==> config.mk <==
export PLATFORM = sky130hd
export DESIGN_NAME = trapezoid_step_pulse_generator
export DESIGN_NICKNAME = d
export VERILOG_FILES = /design/src/hw/rtl/tspg_pkg.sv /design/src/hw/rtl/tspg_motor.sv /design/src/hw/rtl/trapezoid_step_pulse_generator.sv
export VERILOG_INCLUDE_DIRS = /design/src /design/src/hw/rtl
export SDC_FILE = /design/constraint.sdc
export NUM_CORES = 2
export LEC_CHECK = 0
export BUFFER_PORTS_ARGS = -buffer_cell sky130_fd_sc_hd__buf_2
export CORE_MARGIN = 3
export CORE_UTILIZATION = 46
export DETAILED_ROUTE_END_ITERATION = 12
export GPL_TIMING_DRIVEN = 0
export PLACE_DENSITY = 0.65
export SETUP_SLACK_MARGIN = 0.1
export SLEW_MARGIN = 40
export SYNTH_ARGS = -nofsm -noshare
export SYNTH_HDL_FRONTEND = slang
export SYNTH_SLANG_ARGS = --single-unit
==> constraint.sdc <==
create_clock -name i_clk -period 13.6 [get_ports i_clk]
set_input_delay 2.04 -clock i_clk [delete_from_list [all_inputs] [get_ports i_clk]]
set_output_delay 2.04 -clock i_clk [all_outputs]
set_load 0.05 [all_outputs]
==> src/hw/rtl/assert_macros.svh <==
// Assertion macros shared by the RTL of the step generator.
// No dependencies; included inside module bodies.
`ifndef ASSERT_MACROS_SVH
`define ASSERT_MACROS_SVH

// Same-cycle implication, disabled while reset is asserted.
`define AST_IMPLY(label, clk, rst_n, ante, cons, msg) \
    label: assert property (@(posedge clk) disable iff (!rst_n) (ante) |-> (cons)) \
        else $error(msg);

// Next-cycle implication, disabled while reset is asserted.
`define AST_NEXT(label, clk, rst_n, ante, cons, msg) \
    label: assert property (@(posedge clk) disable iff (!rst_n) (ante) |=> (cons)) \
        else $error(msg);

`endif

==> src/hw/rtl/tspg_pkg.sv <==
// Shared types and constants of the trapezoid step pulse generator.
// No dependencies.
package tspg_pkg;

    localparam int DEF_MOTOR_COUNT = 6;
    localparam int DEF_FRAC_BITS   = 30;

    localparam int CMD_W   = 3;
    localparam int IDX_W   = 3;
    localparam int TICK_W  = 24;
    localparam int RATE_W  = 32;
    localparam int MASK_W  = 6;
    localparam int MISS_W  = 16;

    typedef enum logic [CMD_W-1:0] {
        CMD_LOAD       = 3'd0,
        CMD_ACCEL_END  = 3'd1,
        CMD_DECEL_BEG  = 3'd2,
        CMD_START      = 3'd3,
        CMD_TICK       = 3'd4,
        CMD_HALT       = 3'd5,
        CMD_UNSTEP     = 3'd6
    } t_cmd;

    // Motor profile loaded by a load beat.
    typedef struct packed {
        logic [TICK_W-1:0] steps;
        logic [RATE_W-1:0] init_rate;
        logic [RATE_W-1:0] accel;
        logic [RATE_W-1:0] decel;
        logic [RATE_W-1:0] plateau;
        logic [TICK_W-1:0] first_event;
    } t_lane_load;

    // Block-wide timing seen by every motor lane.
    typedef struct packed {
        logic              tick;
        logic [TICK_W-1:0] tick_count;
        logic [TICK_W-1:0] accel_end;
        logic [TICK_W-1:0] decel_start;
        logic [TICK_W-1:0] block_length;
    } t_lane_ctrl;

    // Lane status back to the top level.
    typedef struct packed {
        logic active;
        logic step;
        logic finish;
    } t_lane_stat;

endpackage

==> src/hw/rtl/tspg_motor.sv <==
// One motor lane: rate profile, phase accumulator and step count.
// Depends on tspg_pkg and assert_macros.svh.
module tspg_motor #(
    parameter int FRAC_BITS = tspg_pkg::DEF_FRAC_BITS
) (
    input  logic                  i_clk,
    input  logic                  i_rst_n,
    input  logic                  i_load_en,
    input  tspg_pkg::t_lane_load  i_load,
    input  tspg_pkg::t_lane_ctrl  i_ctrl,
    input  logic                  i_moving,
    input  logic                  i_clear,
    output tspg_pkg::t_lane_stat  o_stat
);
    import tspg_pkg::*;
    `include "assert_macros.svh"

    localparam logic [RATE_W-1:0] ONE_STEP = RATE_W'(1) << FRAC_BITS;

    logic [TICK_W-1:0] r_target, r_steps_done, r_next_event;
    logic [RATE_W-1:0] r_rate, r_rate_change, r_decel_change, r_plateau, r_accum;

    logic [TICK_W-1:0] n_next_event, n_steps_done;
    logic [RATE_W-1:0] n_rate_change, rate_sum, rate_sel, rate_use, accum_base, accum_sum;
    logic [RATE_W-1:0] n_accum;
    logic              non_pos, overflow, active, step, finish;

    always_comb begin
        rate_sum      = r_rate + r_rate_change;
        rate_sel      = rate_sum;
        n_rate_change = r_rate_change;
        n_next_event  = r_next_event;
        if (i_ctrl.tick_count == r_next_event) begin
            if (i_ctrl.tick_count == i_ctrl.accel_end) begin
                n_rate_change = '0;
                if (i_ctrl.decel_start < i_ctrl.block_length) begin
                    n_next_event = i_ctrl.decel_start;
                    if (i_ctrl.tick_count != i_ctrl.decel_start) begin
                        rate_sel = r_plateau;
                    end
                end
            end
            if (i_ctrl.tick_count == i_ctrl.decel_start) begin
                n_rate_change = r_decel_change;
            end
        end
        // zero or wrapped-negative rate forces a step
        non_pos    = (rate_sel == '0) || rate_sel[RATE_W-1];
        accum_base = non_pos ? ONE_STEP : r_accum;
        rate_use   = non_pos ? '0 : rate_sel;
        accum_sum  = accum_base + rate_use;
        overflow   = (accum_sum >= ONE_STEP);
        n_accum    = overflow ? (accum_sum - ONE_STEP) : accum_sum;
        n_steps_done = r_steps_done + TICK_W'(1);
        active     = (r_target != '0);
        step       = i_ctrl.tick && active && overflow;
        finish     = step && (!i_moving || (n_steps_done == r_target));
    end

    assign o_stat.active = active;
    assign o_stat.step   = step;
    assign o_stat.finish = finish;

    always_ff @(posedge i_clk) begin
        if (!i_rst_n) begin
            r_target <= '0;
        end else if (i_clear) begin
            r_target <= '0;
        end else if (i_load_en) begin
            r_target <= i_load.steps;
        end else if (finish) begin
            r_target <= '0;
        end
    end

    always_ff @(posedge i_clk) begin
        if (i_load_en) begin
            r_rate         <= i_load.init_rate;
            r_rate_change  <= i_load.accel;
            r_decel_change <= i_load.decel;
            r_plateau      <= i_load.plateau;
            r_next_event   <= i_load.first_event;
            r_steps_done   <= '0;
            r_accum        <= '0;
        end else if (i_ctrl.tick && active) begin
            r_rate        <= rate_use;
            r_rate_change <= n_rate_change;
            r_next_event  <= n_next_event;
            r_accum       <= n_accum;
            if (overflow) begin
                r_steps_done <= n_steps_done;
            end
        end
    end

    `AST_IMPLY(a_finish_needs_step, i_clk, i_rst_n, finish, step, "finish without step")
    `AST_NEXT(a_finish_clears, i_clk, i_rst_n, finish && !i_load_en, r_target == '0,
        "finished lane kept its target")
    `AST_NEXT(a_load_zeroes_count, i_clk, i_rst_n, i_load_en,
        r_steps_done == '0 && r_accum == '0, "load left a stale count")

endmodule

==> src/hw/rtl/trapezoid_step_pulse_generator.sv <==
// Top level of the trapezoid step pulse generator: beat registers, block control.
// Depends on tspg_pkg, tspg_motor and assert_macros.svh.
//
//  channel | handshake        | payload
//  --------+------------------+--------------------------------------------
//  in      | i_valid/o_ready  | command, motor fields, block_time, stop_mask
//  out     | o_valid/i_ready  | pin, direction, moving masks, status, count
//
// One beat per cycle sustained while the result side is ready: a beat is
// registered, then processed by the motor lanes once the result slot is free,
// which updates the state registers and so the result.
// Results come straight from the state registers, so a stalled result holds.
// Reset (synchronous, active low) clears all control state; no clearing pass.
module trapezoid_step_pulse_generator #(
    parameter int MOTOR_COUNT = tspg_pkg::DEF_MOTOR_COUNT,
    parameter int FRAC_BITS   = tspg_pkg::DEF_FRAC_BITS
) (
    input  logic                                  i_clk,
    input  logic                                  i_rst_n,
    input  logic                                  i_valid,
    output logic                                  o_ready,
    input  logic [tspg_pkg::CMD_W-1:0]            i_command,
    input  logic [tspg_pkg::IDX_W-1:0]            i_motor_index,
    input  logic                                  i_direction,
    input  logic [tspg_pkg::TICK_W-1:0]           i_steps_to_move,
    input  logic signed [tspg_pkg::RATE_W-1:0]    i_initial_rate,
    input  logic signed [tspg_pkg::RATE_W-1:0]    i_accel_change,
    input  logic signed [tspg_pkg::RATE_W-1:0]    i_decel_change,
    input  logic signed [tspg_pkg::RATE_W-1:0]    i_plateau_rate,
    input  logic [tspg_pkg::TICK_W-1:0]           i_first_accel_event,
    input  logic [tspg_pkg::TICK_W-1:0]           i_block_time,
    input  logic [tspg_pkg::MASK_W-1:0]           i_stop_mask,
    output logic                                  o_valid,
    input  logic                                  i_ready,
    output logic [tspg_pkg::MASK_W-1:0]           o_step_mask,
    output logic [tspg_pkg::MASK_W-1:0]           o_direction_mask,
    output logic [tspg_pkg::MASK_W-1:0]           o_moving_mask,
    output logic                                  o_running,
    output logic                                  o_block_done,
    output logic [tspg_pkg::MISS_W-1:0]           o_missed_unsteps
);
    import tspg_pkg::*;
    `include "assert_macros.svh"

    // ---------------- input beat register ----------------
    logic                 r_in_valid;
    logic [CMD_W-1:0]     r_command;
    logic [IDX_W-1:0]     r_motor_index;
    logic                 r_direction;
    t_lane_load           r_load;
    logic [TICK_W-1:0]    r_block_time;
    logic [MASK_W-1:0]    r_stop_mask;

    // ---------------- block state ----------------
    logic                   r_out_valid, r_block_done;
    logic [MOTOR_COUNT-1:0] r_moving, r_dir, r_pins;
    logic [TICK_W-1:0]      r_accel_end, r_decel_start, r_block_length, r_tick_count;
    logic                   r_busy;
    logic [MISS_W-1:0]      r_missed;

    logic [MOTOR_COUNT-1:0] n_moving, n_dir, n_pins;
    logic [TICK_W-1:0]      n_accel_end, n_decel_start, n_block_length, n_tick_count;
    logic                   n_busy, n_block_done;
    logic [MISS_W-1:0]      n_missed;

    logic                   adv;        // the registered beat is processed this cycle
    logic                   clear_all;  // drop every motor's target
    logic                   lane_tick;
    t_lane_ctrl             lane_ctrl;
    t_lane_stat             lane_stat [MOTOR_COUNT];
    logic [MOTOR_COUNT-1:0] load_en, stop_ext, moving_after_stop;
    logic [MOTOR_COUNT-1:0] active_vec, step_vec, finish_vec;

    // Processing needs a free result slot; a new beat enters when the slot
    // ahead of it empties, so the input side keeps streaming.
    assign adv     = r_in_valid && (!r_out_valid || i_ready);
    assign o_ready = !r_in_valid || adv;

    always_ff @(posedge i_clk) begin
        if (!i_rst_n) begin
            r_in_valid <= 1'b0;
        end else if (o_ready) begin
            r_in_valid <= i_valid;
        end
    end

    always_ff @(posedge i_clk) begin
        if (i_valid && o_ready) begin
            r_command             <= i_command;
            r_motor_index         <= i_motor_index;
            r_direction           <= i_direction;
            r_load.steps          <= i_steps_to_move;
            r_load.init_rate      <= i_initial_rate;
            r_load.accel          <= i_accel_change;
            r_load.decel          <= i_decel_change;
            r_load.plateau        <= i_plateau_rate;
            r_load.first_event    <= i_first_accel_event;
            r_block_time          <= i_block_time;
            r_stop_mask           <= i_stop_mask;
        end
    end

    // ---------------- motor lanes ----------------
    assign lane_tick = adv && (t_cmd'(r_command) == CMD_TICK) && r_busy;

    assign lane_ctrl.tick         = lane_tick;
    assign lane_ctrl.tick_count   = r_tick_count;
    assign lane_ctrl.accel_end    = r_accel_end;
    assign lane_ctrl.decel_start  = r_decel_start;
    assign lane_ctrl.block_length = r_block_length;

    assign moving_after_stop = r_moving & ~stop_ext;

    for (genvar m = 0; m < MOTOR_COUNT; m++) begin : g_lane
        // stop inputs exist for the first MASK_W motors only
        if (m < MASK_W) begin : g_stop
            assign stop_ext[m] = r_stop_mask[m];
        end else begin : g_nostop
            assign stop_ext[m] = 1'b0;
        end

        assign load_en[m] = adv && (t_cmd'(r_command) == CMD_LOAD) && !r_busy
                            && (int'(r_motor_index) == m);

        tspg_motor #(
            .FRAC_BITS (FRAC_BITS)
        ) u_motor (
            .i_clk     (i_clk),
            .i_rst_n   (i_rst_n),
            .i_load_en (load_en[m]),
            .i_load    (r_load),
            .i_ctrl    (lane_ctrl),
            .i_moving  (moving_after_stop[m]),
            .i_clear   (clear_all),
            .o_stat    (lane_stat[m])
        );

        assign active_vec[m] = lane_stat[m].active;
        assign step_vec[m]   = lane_stat[m].step;
        assign finish_vec[m] = lane_stat[m].finish;
    end

    // ---------------- command processing ----------------
    always_comb begin
        n_moving       = r_moving;
        n_dir          = r_dir;
        n_pins         = r_pins;
        n_accel_end    = r_accel_end;
        n_decel_start  = r_decel_start;
        n_block_length = r_block_length;
        n_tick_count   = r_tick_count;
        n_busy         = r_busy;
        n_missed       = r_missed;
        n_block_done   = 1'b0;
        clear_all      = 1'b0;
        if (adv) begin
            case (t_cmd'(r_command))
                CMD_LOAD: begin
                    n_dir = r_dir | load_en;
                    if (!r_direction) begin
                        n_dir = r_dir & ~load_en;
                    end
                end
                CMD_ACCEL_END: begin
                    if (!r_busy) begin
                        n_accel_end = r_block_time;
                    end
                end
                CMD_DECEL_BEG: begin
                    if (!r_busy) begin
                        n_decel_start = r_block_time;
                    end
                end
                CMD_START: begin
                    if (!r_busy) begin
                        n_block_length = r_block_time;
                        n_tick_count   = '0;
                        n_moving       = active_vec;
                        // an empty block is done at once
                        n_busy         = (active_vec != '0);
                        n_block_done   = (active_vec == '0);
                    end
                end
                CMD_TICK: begin
                    // pins still high from the last tick count as a missed unstep
                    if (r_pins != '0) begin
                        n_pins = '0;
                        if (r_missed != '1) begin
                            n_missed = r_missed + MISS_W'(1);
                        end
                    end
                    if (r_busy) begin
                        n_pins       = n_pins | step_vec;
                        n_moving     = moving_after_stop & ~finish_vec;
                        n_tick_count = r_tick_count + TICK_W'(1);
                        if (n_moving == '0) begin
                            n_tick_count = '0;
                            n_busy       = 1'b0;
                            clear_all    = 1'b1;
                            n_block_done = 1'b1;
                        end
                    end
                end
                CMD_HALT: begin
                    if (r_busy) begin
                        n_busy       = 1'b0;
                        n_tick_count = '0;
                        n_moving     = '0;
                        clear_all    = 1'b1;
                    end
                end
                CMD_UNSTEP: begin
                    n_pins = '0;
                end
                default: begin
                end
            endcase
        end
    end

    always_ff @(posedge i_clk) begin
        if (!i_rst_n) begin
            r_out_valid    <= 1'b0;
            r_block_done   <= 1'b0;
            r_moving       <= '0;
            r_dir          <= '0;
            r_pins         <= '0;
            r_accel_end    <= '0;
            r_decel_start  <= '0;
            r_block_length <= '0;
            r_tick_count   <= '0;
            r_busy         <= 1'b0;
            r_missed       <= '0;
        end else begin
            if (adv) begin
                r_out_valid <= 1'b1;
            end else if (i_ready) begin
                r_out_valid <= 1'b0;
            end
            if (adv) begin
                r_block_done   <= n_block_done;
                r_moving       <= n_moving;
                r_dir          <= n_dir;
                r_pins         <= n_pins;
                r_accel_end    <= n_accel_end;
                r_decel_start  <= n_decel_start;
                r_block_length <= n_block_length;
                r_tick_count   <= n_tick_count;
                r_busy         <= n_busy;
                r_missed       <= n_missed;
            end
        end
    end

    // ---------------- result beat ----------------
    // State only moves when a result is loaded, so it doubles as the result register.
    assign o_valid          = r_out_valid;
    assign o_running        = r_busy;
    assign o_block_done     = r_block_done;
    assign o_missed_unsteps = r_missed;

    for (genvar b = 0; b < MASK_W; b++) begin : g_out
        if (b < MOTOR_COUNT) begin : g_motor
            assign o_step_mask[b]      = r_pins[b];
            assign o_direction_mask[b] = r_dir[b];
            assign o_moving_mask[b]    = r_moving[b];
        end else begin : g_none
            assign o_step_mask[b]      = 1'b0;
            assign o_direction_mask[b] = 1'b0;
            assign o_moving_mask[b]    = 1'b0;
        end
    end

    `AST_IMPLY(a_busy_iff_moving, i_clk, i_rst_n, 1'b1, r_busy == (r_moving != '0),
        "busy and moving set disagree")
    `AST_IMPLY(a_done_not_running, i_clk, i_rst_n, r_out_valid && r_block_done, !r_busy,
        "block done while still running")
    `AST_NEXT(a_missed_monotonic, i_clk, i_rst_n, 1'b1, r_missed >= $past(r_missed),
        "missed unstep count decreased")
    `AST_NEXT(a_stall_holds_state, i_clk, i_rst_n, r_out_valid && !i_ready,
        r_tick_count == $past(r_tick_count) && r_pins == $past(r_pins),
        "state moved while result stalled")

endmodule

### Word-level counts from Yosys, hierarchy flattened

Cells that the tools add are included.

* input port bits: 217
* bits in latches: 0
* bits in writable memories: 0
* memories kept: 0
* register bits after elaboration: 1739
* output and inout port bits: 38
* ROM bits: 0

* add/subtract/negate cells: 26
* order comparisons: 7
* div/mod/pow operators: 0
* multipliers: 0
* shift operators: 0
* bitwise operators: 10
* mux-type cells: 139
* equal/unequal tests: 30
* reduce and logical (&&, ||, !) cells: 137

Operators with widths (number)
* $mux 32: 79
* $mux 24: 36
* $add 32x32->32: 12
* $eq 24x24->1: 14
* $ge 32x31->1 const B: 6
* $logic_not 32->1: 6
* $sub 32x31->32 const B: 6
* $add 24x1->24 const B: 7
* $reduce_bool 24->1: 6
* $pmux 24 s3: 1
* $reduce_bool 2->1: 32
* $mux 6: 8
* $logic_and 1x1->1: 30
* $reduce_and 4->1: 7
* $reduce_and 3->1: 9
* $lt 24x24->1: 1
* $ne 24x24->1: 1
* $eq 3x3->1 const B: 7
* $reduce_bool 3->1: 7
* $and 6x6->6: 3
* $not 6->6: 3
* $pmux 6 s3: 1
* $reduce_and 2->1: 9
* $add 16x1->16 const B: 1
* other kinds (17): 57

### Longest topological paths before layout

* depth after elaboration: 20
* mapped depth: 47
* mapped depth without buffers: 42

### Modules after synthesis

Synthesis repeated with hierarchy kept, for this count alone.

* cells, all modules: 11017
* area total of the unflattened synthesis: 105078.3 um^2

Modules (own cells, without submodules)
* tspg_motor at g_lane[3].u_motor ...: times used 2, sequential area each 6165.9 um^2, area an instance 15474.8 um^2, cells an instance 1687
* tspg_motor at g_lane[0].u_motor ...: times used 2, sequential area each 6165.9 um^2, area an instance 15352.2 um^2, cells an instance 1668
* tspg_motor at g_lane[5].u_motor: times used 1, sequential area each 6165.9 um^2, area an instance 16081.7 um^2, cells an instance 1748
* tspg_motor at g_lane[2].u_motor: times used 1, sequential area each 6165.9 um^2, area an instance 15348.5 um^2, cells an instance 1655
* trapezoid_step_pulse_generator: times used 1, sequential area each 9078.7 um^2, area an instance 11994.0 um^2, cells an instance 904

### Worst setup path after synthesis

No wires, ideal clock.

* path kind: register -> register
* start point: register g_lane[0].u_motor.r_rate_change[0]
* end point: register g_lane[0].u_motor.r_target[10]
* required time: 13.483 ns
* path slack: 3.787 ns
* cell stages (with the launch flop): 46
* data arrival time: 9.697 ns
* path through: edfxtp_1 > ha_1 > fa_1 > a211oi_1 > nor4_1 > o32a_1 > a41o_1 > and4_1 > a311oi_1 > xnor2_1 > o22ai_1 > nor4bb_1 > and4b_1 > a31oi_1 > nor2_1 > clkbuf_1 > buf_1 > nor2_1 > [... 10 more ...] > o21a_1 > nor2_1 > xnor2_1 > ha_1 > nand3_1 > nor3_1 > nand4_1 > or4_1 > a211oi_1 > and4_1 > a41oi_1 > o311ai_1 > and2_1 > a21oi_1 > o31ai_4 > buf_4 > buf_6 > nor2_1

* cells in the longest elaborated chain, start to end: 20
* elaborated cells between the ends (all ways): 22
* classes of those cells: add/sub: 2; order compare: 1; mux: 10; bitwise: 2; reduce/logical: 7

Ends and longest elaborated chain
* start, declared: RTL line tspg_motor.sv:21 `logic [RATE_W-1:0] r_rate, r_rate_change, r_decel_change, r_plateau, r_accum;`
* start signal, assigned: RTL line tspg_motor.sv:79 `r_rate_change <= i_load.accel;`
* start signal, assigned: RTL line tspg_motor.sv:87 `r_rate_change <= n_rate_change;`
* $add 32x32->32 *: RTL line tspg_motor.sv:29 `rate_sum = r_rate + r_rate_change;`
* $mux 32: RTL line tspg_motor.sv:38 `if (i_ctrl.tick_count != i_ctrl.decel_start) begin`
* $mux 32: RTL line tspg_motor.sv:36 `if (i_ctrl.decel_start < i_ctrl.block_length) begin`
* $mux 32: RTL line tspg_motor.sv:34 `if (i_ctrl.tick_count == i_ctrl.accel_end) begin`
* $mux 32 *: RTL line tspg_motor.sv:33 `if (i_ctrl.tick_count == r_next_event) begin`
* $logic_not 32->1: RTL line tspg_motor.sv:48 `non_pos = (rate_sel == '0) || rate_sel[RATE_W-1];`
* $logic_or 1x1->1: RTL line tspg_motor.sv:48
* $mux 32 (on tied branches): RTL line tspg_motor.sv:49, tspg_motor.sv:50
* [... 4 more ...]
* $not 6->6: RTL line trapezoid_step_pulse_generator.sv:194 `n_moving = moving_after_stop & ~finish_vec;`
* $and 6x6->6: RTL line trapezoid_step_pulse_generator.sv:194
* $logic_not 6->1: RTL line trapezoid_step_pulse_generator.sv:196 `if (n_moving == '0) begin`
* $mux 1: RTL line trapezoid_step_pulse_generator.sv:196
* $mux 1: RTL line trapezoid_step_pulse_generator.sv:192 `if (r_busy) begin`
* $pmux 1 s2: RTL line trapezoid_step_pulse_generator.sv:157 `case (t_cmd'(r_command))`
* $mux 1: RTL line trapezoid_step_pulse_generator.sv:156 `if (adv) begin`
* $reduce_or 2->1 (no source line)
* end signal, assigned: RTL line tspg_motor.sv:70 `r_target <= i_load.steps;`
* end, declared: RTL line tspg_motor.sv:20 `logic [TICK_W-1:0] r_target, r_steps_done, r_next_event;`

Every way passes the cells marked *; elsewhere a longest branch is shown, timed or not.
A chain may end at the register's enable or synchronous reset.

### Worst setup path after layout

* start point: register r_tick_count[18]
* end point: register g_lane[5].u_motor.r_target[19]

* cells in the longest elaborated chain, start to end: 20
* elaborated cells between the ends (all ways): 89
* classes of those cells: add/sub: 6; order compare: 6; eq/ne: 8; mux: 40; bitwise: 2; reduce/logical: 27

Ends and longest elaborated chain
* start, declared: RTL line trapezoid_step_pulse_generator.sv:57 `logic [TICK_W-1:0] r_accel_end, r_decel_start, r_block_length, r_tick_count;`
* start signal, assigned: RTL line trapezoid_step_pulse_generator.sv:248 `r_tick_count <= n_tick_count;`
* $ne 24x24->1: RTL line tspg_motor.sv:38
* $mux 32: RTL line tspg_motor.sv:38
* $mux 32: RTL line tspg_motor.sv:36
* $mux 32: RTL line tspg_motor.sv:34
* $mux 32: RTL line tspg_motor.sv:33
* $logic_not 32->1: RTL line tspg_motor.sv:48
* $logic_or 1x1->1: RTL line tspg_motor.sv:48
* $mux 32 (on tied branches): RTL line tspg_motor.sv:49, tspg_motor.sv:50
* [... 4 more ...]
* $not 6->6: RTL line trapezoid_step_pulse_generator.sv:194
* $and 6x6->6: RTL line trapezoid_step_pulse_generator.sv:194
* $logic_not 6->1: RTL line trapezoid_step_pulse_generator.sv:196
* $mux 1: RTL line trapezoid_step_pulse_generator.sv:196
* $mux 1: RTL line trapezoid_step_pulse_generator.sv:192
* $pmux 1 s2: RTL line trapezoid_step_pulse_generator.sv:157
* $mux 1: RTL line trapezoid_step_pulse_generator.sv:156
* $reduce_or 2->1 (no source line)
* end signal, assigned: RTL line tspg_motor.sv:70
* end, declared: RTL line tspg_motor.sv:20

Parallel ways exist; a longest one is shown, timed or not.

==> summary.md <==
| Metric | Value |
|---|---|
| Placer Congestion | `0.992` |
| Critical Path Stages | `46` |
| Crit path kind | `register to register` |
| Post-Syn Nets | `10800` |
| Max VDD drop | `0.139 mV` |
| Most area-consuming cells after synthesis | `edfxtp_1 (35%), dfxtp_1 (13%), nand2_1 (6.6%)` |
| Hpwl dp | `300 mm` |
| Clock Pin Slew Worst Setup and Hold Paths | `0.06 ns` |
| Synth Cell Area | `96800 um2` |
| YS warnings | `0` |
| Residual DRC count | `0` |
| CP Max Fanout | `10` |
| DR vias | `85000` |
| Flop pwr share | `48.2%` |
| Setup violations, final | `0` |
| Most frequent cells in the layout | `nand2_1 (1695), edfxtp_1 (1125), nor2_1 (849)` |
| Logic pwr share | `5.5%` |
| Slowest CP cell | `nor4b_4` |
| Layout area overhead | `15.1%` |
| Critical path launch point type | `register` |
| R2r setup slk | `0.40 ns` |
| Crit path time final | `13.20 ns` |
| Syn avg cell area | `9.48 um2` |
| Initial antenna violation count | `70` |
| Grt ovf | `0` |
| Fin. max-slew vios | `0` |
| Share of post-route cells with drive strength above 1 | `9.28%` |
| GRT Overall Usage | `34.4%` |
| Hold Path End | `g_lane[2].u_motor.r_accum[10]` |
| Number of global-route vias before repair | `78700` |
| Worst skew pair latency | `0.88 ns` |
| Layout Skew | `0.0607 ns` |
| RSZ-0062 raised after global routing | `no` |
| Final period util | `97.0%` |
| Vert. Die Dim | `465 um` |
| Actual slew at the worst max-slew pin | `0.988 ns` |
| M1 WL | `150 mm` |
| CTS sink count | `1739` |
| Seq cells post-synth | `1739` |
| Critical Path Max Stage Delay | `0.54 ns` |
| Outcome | `complete, no violations` |
| Hold violation total from the final report | `0` |
| Met3 wire len | `44.4 mm` |
| Top sig layer | `met5` |
| Fin area | `111000 um2` |
| Cell variety after synth | `97` |
| Internal Power | `0.00915 W` |
| Net Sw Frac | `24.3%` |
| Setup crit end kind | `register` |
| R2r startpoint | `r_tick_count[18]` |
| EDFF count, synth | `1125` |
| Routed WL | `386 mm` |
| Leading area contributor after synthesis | `edfxtp_1` |
| Number of CTS-inserted buffers | `193` |
| CTS tree | `built` |
| Min-delay worst type | `register to register` |
| Die Span X | `465 um` |
| Post-Synthesis Cells | `10200` |
| Power per standard cell area | `108 nW/um2` |
| Worst EP required | `14.34 ns` |
| Row count | `167` |
| Drt wl/cell | `27.8 um` |
| Post-synth top area share | `34.9%` |
| R2R depth | `46` |
| Max-cap violations | `0` |
| Via density per instance | `6.14` |
| Sequential share of the synthesized area | `47.6%` |
| DIE AREA | `216000 um2` |
| Post-DP Area | `104000 um2` |
| Reg2Reg Capture Point | `g_lane[5].u_motor.r_target[19]` |
| Total I/O pin count | `255` |
| Met2 wire length | `164 mm` |
| First-pass GRT wire length | `545 mm` |
| Commonest non-fill, non-tap cell in the layout | `nand2_1` |
| Core Box Area | `208000 um2` |
| Port Buffer Count | `253` |
| Final-stage net count | `11500` |
| Worst hold stages | `2` |
| Max Fclk | `75.8 MHz` |
| TNS Setup | `0 ns` |
| CTS root buf | `clkbuf_16` |
| Arr. time, crit path | `13.94 ns` |
| H-tree depth | `4` |
| Pleak | `42.8 nW` |
| Net Sw Power | `0.00294 W` |
| Top FF cell, synth | `edfxtp_1` |
| Antenna-violating nets left | `0` |
| Most used cell, CP | `a21o_1` |
| CP top delay family | `simple AND/OR/NAND/NOR gates` |
| Pin count of the biggest net entering global routing | `43` |
| Worst slew margin | `34.1%` |
| Initial Util | `46.5%` |
| Buffer and inverter count on the worst path | `7` |
| Max Buffers Root-to-Sink | `3` |
| Starting DRT DRC Count | `10900` |
| Crit path from | `r_tick_count[18]` |
| HP Start | `g_lane[2].u_motor.r_accum[10]` |
| First-pass iteration count of the detailed router | `7` |
| Clk network pwr share | `46.3%` |
| Post-synth ARST share | `0%` |
stage by stage:
stage          total power [W]  hold WS (ns)  setup WS (ns)  utilization (%)  cells
2_1_floorplan          0.00611         0.417           3.79                -  10200
3_3_place_gp           0.00649         0.425          -1.67             48.8  13200
3_5_place_dp           0.00656         0.434         -0.838             50.1  13400
4_1_cts                 0.0121         0.448          0.225             53.4  13800
5_1_grt                 0.0123         0.466          0.102             53.5  13800
6_report                0.0121         0.448          0.401             53.5  13800
worst max-delay path by stage:
stage	to	slack [ns]
after detailed placement	g_lane[5].u_motor.r_target[19]	-0.84
after global placement	g_lane[0].u_motor.r_target[1]	-1.67
after floorplan	g_lane[0].u_motor.r_target[10]	3.79
final	g_lane[5].u_motor.r_target[19]	0.40
after CTS	g_lane[5].u_motor.r_target[19]	0.23
after global routing	g_lane[5].u_motor.r_target[21]	0.10
flip-flops by register name, summed over array words and instances (netlist names), 144 cells and up, named ones only:
register,flops
g_lane.u_motor.r_plateau,192
g_lane.u_motor.r_next_event,144
g_lane.u_motor.r_rate,192
g_lane.u_motor.r_rate_change,192
g_lane.u_motor.r_decel_change,192
g_lane.u_motor.r_accum,192
g_lane.u_motor.r_steps_done,144
r_load,176
g_lane.u_motor.r_target,144
cell usage after synthesis, drive strengths merged, types with 83 or more instances:
library cell and count:
nor2 852, buf 93, clkbuf 451, xnor2 490, and2 201, edfxtp 1125, a21o 172, nand3 401
nand4 163, mux2i 119, a21oi 500, nor3 190, nor4 155, ha 415, a22o 100, o31ai 127
a211oi 83, nand2 1700, a22oi 155, a21boi 100, xor2 359, inv 202, and3 104, dfxtp 614
o21ai 434
what timing repair did:
| item | in CTS | in global routing |
|---|---|---|
| setup buffers | 4 | 2 |
| setup endpoints to repair | 178 | 187 |
| gates resized for setup | 9 | 32 |
| hold buffers | 0 | 0 |
| pin swaps | 2 | 1 |
cells by family after synthesis:
kind of cell,after synthesis,synth area share (%)
simple gates,4116,19.6
fa+ha+maj,427,5.62
xor+xnor,849,7.69
mux,157,1.67
buf+inv,747,2.98
flops,1739,47.6
compound gates,2166,14.9
power by group through the flow:
stage	Sequential (W)	Combinational, W	Clock, W
floorplan	0.00584	0.000269	0
detailed placement	0.00593	0.000629	0
global route	0.00582	0.000685	0.00584
finish	0.00582	0.000666	0.00559
CTS	0.00582	0.000634	0.00563
global placement	0.00604	0.000448	0
area by class of cell:
class / count / area, um2
inverter: 203 / 762
tap: 2788 / 3490
buffer: 543 / 2230
antenna: 53 / 133
clock inverter: 109 / 1390
clock buffer: 254 / 5320
multi-input combinational: 7715 / 48300
timing repair buffer: 444 / 3750
fill: 18900 / 96700
sequential: 1739 / 46100
routing by layer:
metal,track usage [%],up-vias
met5,0,-
li1,-,38200
met3,8.77,956
met4,21.1,26
met2,50.8,4875
met1,45.3,40900
worst reg2reg max path: cells and delay by family (launching register included):
| kind | cells | cell delay, ns |
|---|---|---|
| compound gates | 17 | 4.10 |
| xor+xnor | 2 | 0.47 |
| fa+ha+maj | 3 | 0.90 |
| buf+inv | 7 | 1.82 |
| flops | 1 | 0.32 |
| mux | 1 | 0.37 |
| simple gates | 16 | 5.13 |
(Power assumes the default switching activity.)
